<file path="config.mk">
export PLATFORM = sky130hd
export DESIGN_NAME = ascii_to_integer_parser
export DESIGN_NICKNAME = d
export VERILOG_FILES = /design/src/rtl/core/a2i_pkg.sv /design/src/rtl/core/a2i_step.sv /design/src/rtl/core/ascii_to_integer_parser.sv
export SDC_FILE = /design/constraint.sdc
export NUM_CORES = 1
export LEC_CHECK = 0
export BUFFER_PORTS_ARGS = -buffer_cell sky130_fd_sc_hd__buf_2
export CAP_MARGIN = 40
export CELL_PAD_IN_SITES_DETAIL_PLACEMENT = 1
export CELL_PAD_IN_SITES_GLOBAL_PLACEMENT = 2
export CORE_MARGIN = 2
export CORE_UTILIZATION = 37
export CTS_CLUSTER_DIAMETER = 200
export DETAILED_ROUTE_END_ITERATION = 7
export PLACE_DENSITY = 0.84
export SLEW_MARGIN = 15
export SYNTH_ARGS = -nofsm -noshare
export SYNTH_HDL_FRONTEND = slang
export SYNTH_HIERARCHICAL = 1
export SYNTH_SLANG_ARGS = --single-unit
</file>
<file path="constraint.sdc">
create_clock -name aclk -period 11.9 [get_ports aclk]
set_clock_uncertainty 0.05 [all_clocks]
set_input_delay 0 -clock aclk [delete_from_list [all_inputs] [get_ports aclk]]
set_output_delay 0 -clock aclk [all_outputs]
set_load 0.02 [all_outputs]
</file>
<file path="src/rtl/core/a2i_pkg.sv">
package a2i_pkg;

    localparam int WORD_BITS  = 32;
    localparam int RADIX_W    = 6;
    localparam int CHAR_W     = 8;
    localparam int PROD_W     = WORD_BITS + RADIX_W;
    localparam int S_TDATA_W  = 8;
    localparam int M_TDATA_W  = 40;
    localparam int CFG_ADDR_W = 1;
    localparam int CFG_DATA_W = RADIX_W;

    localparam logic [CFG_ADDR_W-1:0] REG_RADIX       = 1'd0;
    localparam logic [CFG_ADDR_W-1:0] REG_SIGNED_MODE = 1'd1;

    localparam logic [CHAR_W-1:0] CH_TAB     = 8'h09;
    localparam logic [CHAR_W-1:0] CH_LF      = 8'h0A;
    localparam logic [CHAR_W-1:0] CH_CR      = 8'h0D;
    localparam logic [CHAR_W-1:0] CH_SPACE   = 8'h20;
    localparam logic [CHAR_W-1:0] CH_PLUS    = 8'h2B;
    localparam logic [CHAR_W-1:0] CH_MINUS   = 8'h2D;
    localparam logic [CHAR_W-1:0] CH_ZERO    = 8'h30;
    localparam logic [CHAR_W-1:0] CH_LOWER_A = 8'h61;
    localparam logic [CHAR_W-1:0] CH_LOWER_X = 8'h78;
    localparam logic [CHAR_W-1:0] CASE_BIT   = 8'h20;
    localparam logic [CHAR_W-1:0] DIGIT_NONE = 8'd40;
    localparam logic [CHAR_W-1:0] ALPHA_BIAS = 8'd87;

    localparam logic [RADIX_W-1:0] BASE_OCT  = 6'd8;
    localparam logic [RADIX_W-1:0] BASE_DEC  = 6'd10;
    localparam logic [RADIX_W-1:0] BASE_HEX  = 6'd16;
    localparam logic [RADIX_W-1:0] BASE_MIN  = 6'd2;
    localparam logic [RADIX_W-1:0] BASE_MAX  = 6'd36;
    localparam logic [RADIX_W-1:0] AUTO_MASK = 6'h2F;

    localparam logic [WORD_BITS-1:0] WORD_ONES = {WORD_BITS{1'b1}};
    localparam logic [WORD_BITS-1:0] NEG_LIMIT = {1'b1, {(WORD_BITS-1){1'b0}}};
    localparam logic [WORD_BITS-1:0] POS_LIMIT = {1'b0, {(WORD_BITS-1){1'b1}}};

    typedef enum logic [2:0] {
        PH_SPACE,
        PH_PREFIX,
        PH_AFTER0,
        PH_DIGITS,
        PH_DONE
    } phase_t;

    typedef struct packed {
        phase_t                phase;
        logic                  is_negative;
        logic [RADIX_W-1:0]    active_base;
        logic [WORD_BITS-1:0]  accumulator;
        logic                  overflowed;
    } parse_state_t;

    localparam parse_state_t STATE_CLEAR = '{
        phase:       PH_SPACE,
        is_negative: 1'b0,
        active_base: '0,
        accumulator: '0,
        overflowed:  1'b0
    };

    function automatic logic [CHAR_W-1:0] digit_of(input logic [CHAR_W-1:0] c);
        logic [CHAR_W-1:0] num;
        logic [CHAR_W-1:0] low;
        num = c - CH_ZERO;
        low = c | CASE_BIT;
        if (num <= 8'd9) begin
            digit_of = num;
        end else if (low >= CH_LOWER_A) begin
            digit_of = low - ALPHA_BIAS;
        end else begin
            digit_of = DIGIT_NONE;
        end
    endfunction

endpackage

</file>
<file path="src/rtl/core/a2i_step.sv">
module a2i_step (
    input  a2i_pkg::parse_state_t         state_in,
    input  logic [a2i_pkg::CHAR_W-1:0]    char_code,
    input  logic [a2i_pkg::RADIX_W-1:0]   radix,
    input  logic                          signed_mode,
    output a2i_pkg::parse_state_t         state_out
);

    logic                            taken;
    logic                            base_ok;
    logic [a2i_pkg::CHAR_W-1:0]      digit;
    logic [a2i_pkg::RADIX_W-1:0]     base_dec;
    logic [a2i_pkg::PROD_W-1:0]      product;

    assign digit = a2i_pkg::digit_of(char_code);

    always_comb begin
        state_out = state_in;
        taken     = 1'b0;
        base_ok   = 1'b0;
        base_dec  = '0;
        product   = '0;

        if (state_out.phase == a2i_pkg::PH_SPACE) begin
            if (char_code == a2i_pkg::CH_SPACE || char_code == a2i_pkg::CH_TAB ||
                char_code == a2i_pkg::CH_CR || char_code == a2i_pkg::CH_LF) begin
                taken = 1'b1;
            end else begin
                state_out.phase = a2i_pkg::PH_PREFIX;
                if (char_code == a2i_pkg::CH_MINUS || char_code == a2i_pkg::CH_PLUS) begin
                    state_out.is_negative = (char_code == a2i_pkg::CH_MINUS);
                    taken = 1'b1;
                end
            end
        end

        if (!taken && state_out.phase == a2i_pkg::PH_PREFIX) begin
            if ((radix & a2i_pkg::AUTO_MASK) == '0) begin
                if (char_code == a2i_pkg::CH_ZERO) begin
                    state_out.active_base = radix + a2i_pkg::BASE_OCT;
                    state_out.phase       = a2i_pkg::PH_AFTER0;
                    taken                 = 1'b1;
                end else begin
                    base_dec = radix + a2i_pkg::BASE_DEC;
                    state_out.active_base = (base_dec > a2i_pkg::BASE_HEX) ?
                                            a2i_pkg::BASE_HEX : base_dec;
                    state_out.phase       = a2i_pkg::PH_DIGITS;
                end
            end else begin
                state_out.active_base = radix;
                state_out.phase       = a2i_pkg::PH_DIGITS;
            end
        end

        if (!taken && state_out.phase == a2i_pkg::PH_AFTER0) begin
            if ((char_code | a2i_pkg::CASE_BIT) == a2i_pkg::CH_LOWER_X) begin
                state_out.active_base = state_out.active_base + state_out.active_base;
                taken = 1'b1;
            end
            if (state_out.active_base > a2i_pkg::BASE_HEX) begin
                state_out.active_base = a2i_pkg::BASE_HEX;
            end
            state_out.phase = a2i_pkg::PH_DIGITS;
        end

        if (!taken && state_out.phase == a2i_pkg::PH_DIGITS) begin
            base_ok = (state_out.active_base >= a2i_pkg::BASE_MIN) &&
                      (state_out.active_base <= a2i_pkg::BASE_MAX);
            if (!base_ok) begin
                state_out.accumulator = '0;
                state_out.phase       = a2i_pkg::PH_DONE;
            end else if (digit >= {2'b00, state_out.active_base}) begin
                state_out.phase = a2i_pkg::PH_DONE;
            end else begin
                // acc * base + d exceeds the word exactly when strtoul would overflow
                product = {{a2i_pkg::RADIX_W{1'b0}}, state_out.accumulator} *
                          {{a2i_pkg::WORD_BITS{1'b0}}, state_out.active_base} +
                          {{(a2i_pkg::PROD_W-a2i_pkg::CHAR_W){1'b0}}, digit};
                if (product > {{a2i_pkg::RADIX_W{1'b0}}, a2i_pkg::WORD_ONES}) begin
                    state_out.accumulator = a2i_pkg::WORD_ONES;
                    state_out.is_negative = state_out.is_negative & signed_mode;
                    state_out.overflowed  = 1'b1;
                end else begin
                    state_out.accumulator = product[a2i_pkg::WORD_BITS-1:0];
                end
            end
        end
    end

endmodule

</file>
<file path="src/rtl/core/ascii_to_integer_parser.sv">
// ASCII to integer converter (strtol/strtoul style). One character is taken per
// transfer on s_ and the block sustains one character per clock. A character sits
// in the input register while a combinational parse step (digit decode plus a 32x6
// multiply-accumulate with overflow compare) updates the running state; the result
// of the string is registered and appears on m_ once the character flagged by s_tlast
// leaves the input register, and one result is produced per string. s_tready drops
// only while a string's last character waits behind a result that m_ has not taken.
// Leading blanks and an optional sign are skipped, radix 0 auto-detects 8/10/16 from
// a 0 or 0x prefix, and overflow saturates or clamps with range_error set. Write radix
// and signed_mode via the cfg_ port only while no string is in flight.
module ascii_to_integer_parser (
    input  logic                              aclk,
    input  logic                              aresetn,
    input  logic                              s_tvalid,
    output logic                              s_tready,
    input  logic [a2i_pkg::S_TDATA_W-1:0]     s_tdata,   // [7:0] char_code
    input  logic                              s_tlast,   // last_char
    output logic                              m_tvalid,
    input  logic                              m_tready,
    output logic [a2i_pkg::M_TDATA_W-1:0]     m_tdata,   // [31:0] value, [32] range_error, rest 0
    input  logic                              cfg_we,
    input  logic [a2i_pkg::CFG_ADDR_W-1:0]    cfg_addr,
    input  logic [a2i_pkg::CFG_DATA_W-1:0]    cfg_wdata
);

    logic [a2i_pkg::RADIX_W-1:0]   radix_reg;
    logic                          signed_mode_reg;

    logic                          in_valid_reg;
    logic [a2i_pkg::CHAR_W-1:0]    in_char_reg;
    logic                          in_last_reg;

    a2i_pkg::parse_state_t         state_reg;
    a2i_pkg::parse_state_t         state_next;
    a2i_pkg::parse_state_t         step_state;

    logic                          out_valid_reg;
    logic                          out_valid_next;
    logic [a2i_pkg::WORD_BITS-1:0] out_value_reg;
    logic [a2i_pkg::WORD_BITS-1:0] out_value_next;
    logic                          out_err_reg;
    logic                          out_err_next;

    logic                          advance;
    logic [a2i_pkg::WORD_BITS-1:0] limit;

    a2i_step u_step (
        .state_in    (state_reg),
        .char_code   (in_char_reg),
        .radix       (radix_reg),
        .signed_mode (signed_mode_reg),
        .state_out   (step_state)
    );

    assign advance  = in_valid_reg && (!in_last_reg || !out_valid_reg || m_tready);
    assign s_tready = !in_valid_reg || advance;

    always_comb begin
        state_next = state_reg;
        if (advance) begin
            state_next = in_last_reg ? a2i_pkg::STATE_CLEAR : step_state;
        end
    end

    always_comb begin
        limit          = step_state.is_negative ? a2i_pkg::NEG_LIMIT : a2i_pkg::POS_LIMIT;
        out_value_next = step_state.accumulator;
        out_err_next   = step_state.overflowed;
        if (signed_mode_reg && step_state.accumulator > limit) begin
            out_value_next = limit;
            out_err_next   = 1'b1;
        end
        if (step_state.is_negative) begin
            out_value_next = '0 - out_value_next;
        end
    end

    always_comb begin
        out_valid_next = out_valid_reg;
        if (advance && in_last_reg) begin
            out_valid_next = 1'b1;
        end else if (m_tready) begin
            out_valid_next = 1'b0;
        end
    end

    always_ff @(posedge aclk) begin
        if (!aresetn) begin
            radix_reg       <= '0;
            signed_mode_reg <= 1'b1;
        end else if (cfg_we) begin
            case (cfg_addr)
                a2i_pkg::REG_RADIX:       radix_reg       <= cfg_wdata;
                a2i_pkg::REG_SIGNED_MODE: signed_mode_reg <= cfg_wdata[0];
                default: ;
            endcase
        end
    end

    always_ff @(posedge aclk) begin
        if (!aresetn) begin
            in_valid_reg  <= 1'b0;
            state_reg     <= a2i_pkg::STATE_CLEAR;
            out_valid_reg <= 1'b0;
        end else begin
            if (s_tready) begin
                in_valid_reg <= s_tvalid;
            end
            state_reg     <= state_next;
            out_valid_reg <= out_valid_next;
        end
    end

    always_ff @(posedge aclk) begin
        if (s_tready && s_tvalid) begin
            in_char_reg <= s_tdata[a2i_pkg::CHAR_W-1:0];
            in_last_reg <= s_tlast;
        end
        if (advance && in_last_reg) begin
            out_value_reg <= out_value_next;
            out_err_reg   <= out_err_next;
        end
    end

    assign m_tvalid = out_valid_reg;
    assign m_tdata  = {{(a2i_pkg::M_TDATA_W-a2i_pkg::WORD_BITS-1){1'b0}},
                       out_err_reg, out_value_reg};

endmodule

</file>
==> results by group, run 1 <==
Cells and area
  – Most common cell after layout, fill and taps aside: buf_4
  – Final layout net count: about 2,000
  – Diode count: 0
  – P&R area growth vs syn: 28.0%
  – Final Instance Count excl. Fillers: around 2,200
  – Share of layout cells above drive strength 1: 27.2%
  – Fin area: ~0.018 mm²
  – Most frequent cells in the layout: buf_4 (136), fa_1 (123), nor2b_1 (115), and2_1 (115), nand2_1 (112)
  – Max reg flops: between 40 and 50
  – Core Util, Final: 48.2%

STA
  – Fmax: about 84 MHz
  – Unrepaired setup endpoints after global routing: true
  – Part of the cycle the worst path needs: 100%
  – Final Max Slew Viols: 0
  – Slew margin rel.: just under 40%
  – Setup ws final: -12.5 ps
  – Slew @ Worst Pin: 912 ps
  – Final hold vios: 0
  – Post-layout minimum cycle time: approximately 12,000 ps
  – Setup-failing EPs final: 1

Power
  – PwrDens: ~60 mW/mm²
  – Worst vdd ir: 0.0697 mV
  – Leakage power: 7.79 nW
  – Power after layout: 0.00109 W

Clock tree
  – CTS Root Buffer Type: clkbuf_16
  – CTS tree: done
  – Clock sinks: between 90 and 100
  – Worst-Skew Late Latency: about 360 ps
  – Clock Tree Buf Depth: 2
  – Clk slew on worst S/H paths: 70 ps
  – Clock buffer count from CTS: 9
  – H-tree levels: 3

Yosys
  – Count of cell types in the netlist: 98
  – Post-synth ARST share: 0%
  – Post-synth EDFFs: 42
  – Warnings, synthesis: 6
  – Register area share after synthesis: between 10% and 20%
  – Mapped Area: around 0.014 mm²
  – Post-Syn Instances: 1,552
  – Main synth FF type: dfxtp_1
  – Avg Inst Size Synth: between 8 and 9 µm²
  – Count of state elements after synthesis: between 90 and 100

Critical path
  – Maximum fanout along the worst path: 12
  – CP most frequent cell: fa_1
  – Critical Path AT: ~12,000 ps
  – Crit Path Class: reg2reg
  – Startpoint type of the worst setup path: flop
  – Slowest stage delay, CP: about 620 ps
  – WP data required: between 10,000 and 15,000 ps
  – CP max-delay cell: or4_4
  – Critical Path Sink Type: flop

Floorplan
  – FP Rows: 70
  – Core area: 0.0366 mm²
  – Die area: slightly below 0.04 mm²
  – Die X: between 150 and 200 µm
  – Initial Utilization: roughly 38%
  – Die height: slightly below 200 µm
  – Top-level I/O count: 63

Drt
  – Routed Antenna Nets: 0
  – Drt first pass iters: 5
  – Number of remaining DRC errors: 0
  – Vias per cell: just under 6
  – DR iter-0 viols: ~890
  – Total number of vias: roughly 13,000
  – Total wire length: 51,200 µm
  – Wirelength per Cell: around 23 µm

Place
  – Dpl hpwl: between 30,000 and 40,000 µm
  – GPL Wtd Cong: just under 0.9
  – Placed Cells: between 2,000 and 2,500
  – Buffers on Ports: 55
  – Post-Place Cell Area: 0.0150 mm²

Status
  – Status: finished, violations left
  – Violated checks: setup timing

Global route
  – First-pass GRT wire length: 72,500 µm
  – Initial antenna violation count: 0
  – Pin count of the biggest net entering global routing: 44
  – Gr usage total: between 20% and 30%
  – Vias in the first global route: approximately 13,000
  – GRT overflow: 0

Min path
  – Worst hold path class: in2reg

Job
  – Max-cap viol count: 0
==> cell usage after synthesis (28+ instances only) <==
cell type / instances / area [µm²]
nand2_1: 116 / 435
edfxtp_1: 42 / 1260
nand3_1: 28 / 140
o21ai_1: 35 / 175
a22oi_1: 43 / 323
inv_1: 62 / 233
nor2_1: 60 / 225
ha_1: 133 / 1660
and2_1: 124 / 776
nor2b_1: 119 / 744
a21oi_1: 71 / 355
clkbuf_1: 48 / 180
o21ai_0: 37 / 185
nor4_1: 33 / 206
a21o_1: 28 / 210
dfxtp_1: 52 / 1040
nor3_1: 45 / 225
fa_1: 126 / 2520
==> kinds of logic (layout without fill, tap and decap cells) <==
kind of cell	after synthesis	in the layout	synth area share, %
xor gates and xnor gates	35	35	2.23
adders and majority gates	259	259	30.4
muxes	13	13	0.981
AOI/OAI and AO/OA	359	359	18.1
and+or+nand+nor	632	632	26.2
buffers and inverters	159	330	5.36
DFF	94	94	16.7
other	1	7	0.0272
==> per-layer routing <==
metal  wire (µm)  share of wire [%]  track usage, %
met1       21700                 42            31.2
met2       25800                 50            41.1
met3        2140                4.2            2.67
met4        1540                3.0            5.15
met5           0                  0               0
==> metrics by stage <==
step / setup TNS [ps] / worst slack, ps / hold slack (ps)
after CTS: 0 / 18.7 / 142
final: -12.5 / -12.5 / 133
after global routing: -3260 / -416 / 158
after detailed placement: -2250 / -390 / 128
after global placement: -199 / -66.1 / 127
after floorplan: 0 / 2.15 / 48.9
==> report_power, final <==
group / switching (W) / leakage, nW / internal [W] / total (W)
sequential: 0.00000924 / 0.786 / 0.000347 / 0.000356
clock: 0.000130 / 0.141 / 0.000160 / 0.000290
combinational: 0.000268 / 6.86 / 0.000176 / 0.000444
total: 0.000408 / 7.79 / 0.000683 / 0.00109
==> layout make-up <==
cell class                      instances  area (µm²)
Fill cell                            4153       19000
Multi-Input combinational cell       1305       12100
Sequential cell                        94        2300
Timing Repair Buffer                  250        2150
Tap cell                              468         586
Clock buffer                           13         272
Inverter                               64         241
Clock inverter                          3        17.5
==> path summary, 6_finish.rpt <==
kind / startpoint / to / slack (ps) / cells past startpoint
worst max-delay path: in_char_reg[7]$_DFFE_PP_ / out_value_reg[26]$_DFFE_PP_ / -10 / 46
worst max register to register: in_char_reg[7]$_DFFE_PP_ / out_value_reg[26]$_DFFE_PP_ / -10 / 46
worst min register to register: state_reg[0]$_SDFFE_PN0P_ / state_reg[0]$_SDFFE_PN0P_ / 520 / 2
worst min-delay path: cfg_addr / radix_reg[0]$_SDFFE_PN0P_ / 130 / 4
==> what timing repair did <==
item | CTS | global route
hold endpoints to repair | 21 | 0
cloned | 0 | 10
endpoints found under the setup margin | 10 | 15
resized for setup | 18 | 232
hold buffers | 24 | 0
pin swaps | 3 | 110
setup buffers | 4 | 64
==> worst max-delay path: cells and delay by family, from the launching register on <==
kind / cells / cell delay, ps
buf+inv: 7 / 1180
flops: 1 / 380
fa+ha+maj: 8 / 2910
simple gates: 14 / 3260
compound gates: 15 / 3350
mux: 2 / 500
Note: power is estimated with default switching activity, not from simulation.
==> run 2, diff against run 1 <==
Settings changed: CORE_MARGIN 2 to unset.
==> run 2 against run 1 <==
Compared with the run above:
- the run now ends clean
- sequential cell count unchanged
- setup slack better by 280 ps
- clock power rose by 7%
- largest cell class unchanged
- largest power group unchanged
==> results by group, run 2 (synthesized netlist as in run 1, its figures left out) <==
Critical path
  – WP data required: roughly 12,000 ps
  – Setup crit start: in_char_reg[1]$_DFFE_PP_
  – R2r startpoint: in_char_reg[1]$_DFFE_PP_
  – Startpoint type of the worst setup path: flop
  – Crit Path Class: reg2reg
  – Critical Path Sink Type: flop
  – CP max-delay cell: or4_4
  – Maximum fanout along the worst path: 24
  – Critical R2R Capture: out_value_reg[28]$_DFFE_PP_
  – Critical Path AT: between 10,000 and 15,000 ps
  – Reg2reg setup slack: between 200 and 300 ps
  – Slowest stage delay, CP: approximately 600 ps
  – Worst reg-to-reg path cell count: between 40 and 50
  – CP bufs+invs: 5
  – Crit path max-delay family: simple AND/OR/NAND/NOR gates

Drt
  – Total number of vias: between 10,000 and 15,000
  – Wirelength per Cell: about 21 µm
  – Vias per cell: around 5.8
  – Number of remaining DRC errors: 0
  – Drt first pass iters: 5
  – Total wire length: 46,200 µm
  – DR iter-0 viols: 680
  – Routed Antenna Nets: 0

Clock tree
  – Clk slew on worst S/H paths: ~70 ps
  – Clock sinks: 94
  – CTS tree: done
  – Clock buffer count from CTS: 9
  – CTS Root Buffer Type: clkbuf_16
  – Worst-Skew Late Latency: between 300 and 400 ps
  – H-tree levels: 3
  – Clock Tree Buf Depth: 2

Cells and area
  – Final layout net count: a little under 2,000
  – Core Util, Final: about 45%
  – Max reg flops: between 40 and 50
  – Multi-input logic area: roughly 0.011 mm²
  – P&R area growth vs syn: 18.4%
  – Most frequent cells in the layout: fa_1 (125), and2_1 (124), ha_1 (121)
  – Diode count: 0
  – Share of layout cells above drive strength 1: 19.2%
  – Fill count: 4,225
  – Fin area: roughly 0.016 mm²
  – Most common cell after layout, fill and taps aside: fa_1
  – Reg area: between 0.002 and 0.0025 mm²

Power
  – Leakage power: between 7 and 8 nW
  – Power after layout: between 0.001 and 0.0015 W
  – Worst vdd ir: 0.0753 mV
  – PwrDens: 64.1 mW/mm²

Global route
  – Initial antenna violation count: 0
  – Pin count of the biggest net entering global routing: 44
  – Gr usage total: a little under a quarter
  – Met3 Usage GRT: 2.60%
  – GRT overflow: 0
  – First-pass GRT wire length: 71,700 µm
  – Grt met2 use: 41.2%
  – GR peak layer: met2
  – Vias in the first global route: about 13,000
  – Global routing usage on met1: a little under a third

Floorplan
  – Top-level I/O count: 63
  – Die area: 0.0380 mm²
  – Die height: between 150 and 200 µm
  – FP Rows: 70
  – Die X: 195 µm
  – Initial Utilization: a little under two fifths
  – Core area: roughly 0.037 mm²

Place
  – GPL Wtd Cong: slightly below 0.9
  – Buffers on Ports: 55
  – Pre-CTS setup slack: -213 ps
  – Post-Place Cell Area: about 0.015 mm²
  – Dpl hpwl: 34,300 µm

STA
  – Final hold vios: 0
  – Part of the cycle the worst path needs: roughly 100%
  – Setup-failing EPs final: 0
  – Setup ws final: ~270 ps
  – Worst hold slack: between 150 and 200 ps
  – Slew @ Worst Pin: approximately 780 ps
  – Final Max Slew Viols: 0
  – Post-layout minimum cycle time: 11,630 ps
  – Fmax: 85.9 MHz
  – Slew margin rel.: 48.1%

Job
  – Max-cap viol count: 0

Min path
  – Hold depth: 4
  – Worst Hold Launch: cfg_addr
  – Endpoint, Worst Hold: radix_reg[0]$_SDFFE_PN0P_
  – Worst hold path class: in2reg

Status
  – Status: completed
==> run 2: cell types whose count changed in the layout (fill, tap and decap cells not counted), moves of 8 or more <==
cell / before / now
o21ai_1: 22 / 35
ha_1: 91 / 121
buf_4: 136 / 101
and2_1: 115 / 124
and2_4: 9 / 0
o21ai_2: 21 / 7
nor4_2: 14 / 22
ha_4: 35 / 7
nor4_4: 17 / 5
==> run 2: layer usage <==
layer  part of all wire [%]  wire length [µm]
met1                     46             21100
met2                     49             22800
met3                    3.2              1460
met5                      0                 0
met4                    1.8               809
==> run 2: what timing repair did <==
action,CTS,global route
cloned,0,4
setup buffers,3,32
hold buffers,26,0
hold endpoints to repair,23,0
setup endpoints to repair,8,15
gates resized for setup,7,89
pin swaps,2,37
==> run 2: power by group <==
part	internal, W	leakage [nW]	switching (W)
sequential	0.000347	0.786	0.00000969
clock	0.000176	0.149	0.000134
combinational	0.000140	6.51	0.000241
total	0.000662	7.44	0.000384
==> run 2: worst max path at each step <==
stage                                        endpoint  slack (ps)  cells past startpoint
after floorplan           out_value_reg[28]$_DFFE_PP_           2                     49
after global placement    out_value_reg[26]$_DFFE_PP_         140                     42
after detailed placement  out_value_reg[30]$_DFFE_PP_        -210                     43
after CTS                 out_value_reg[30]$_DFFE_PP_          60                     44
after global routing      out_value_reg[28]$_DFFE_PP_        -280                     43
final                     out_value_reg[28]$_DFFE_PP_         270                     43
==> run 2: worst reg2reg max path, delay by kind of cell (launching register included) <==
family,cells,cell delay (ps)
multiplexers,1,170
adder cells (fa/ha/maj),8,2830
buffers and inverters,5,820
AO/OA/AOI/OAI,13,3430
flip-flops,1,440
AND/OR/NAND/NOR,16,3670
==> run 2: final cells by class <==
type                    count  share of cell area, %
well taps                 468                   3.59
flip-flops and latches     94                   14.1
repair buffers            200                   9.83
clock inverters             5                  0.338
multi-input cells        1306                   69.1
inverters                  64                   1.48
clock buffers              11                   1.56
==> run 2: metrics by stage <==
step	cells	TNS, ps
floorplan	1558	0
global placement	2064	0
detailed placement	2067	-983
CTS	2112	0
global route	2148	-1810
finish	2148	0
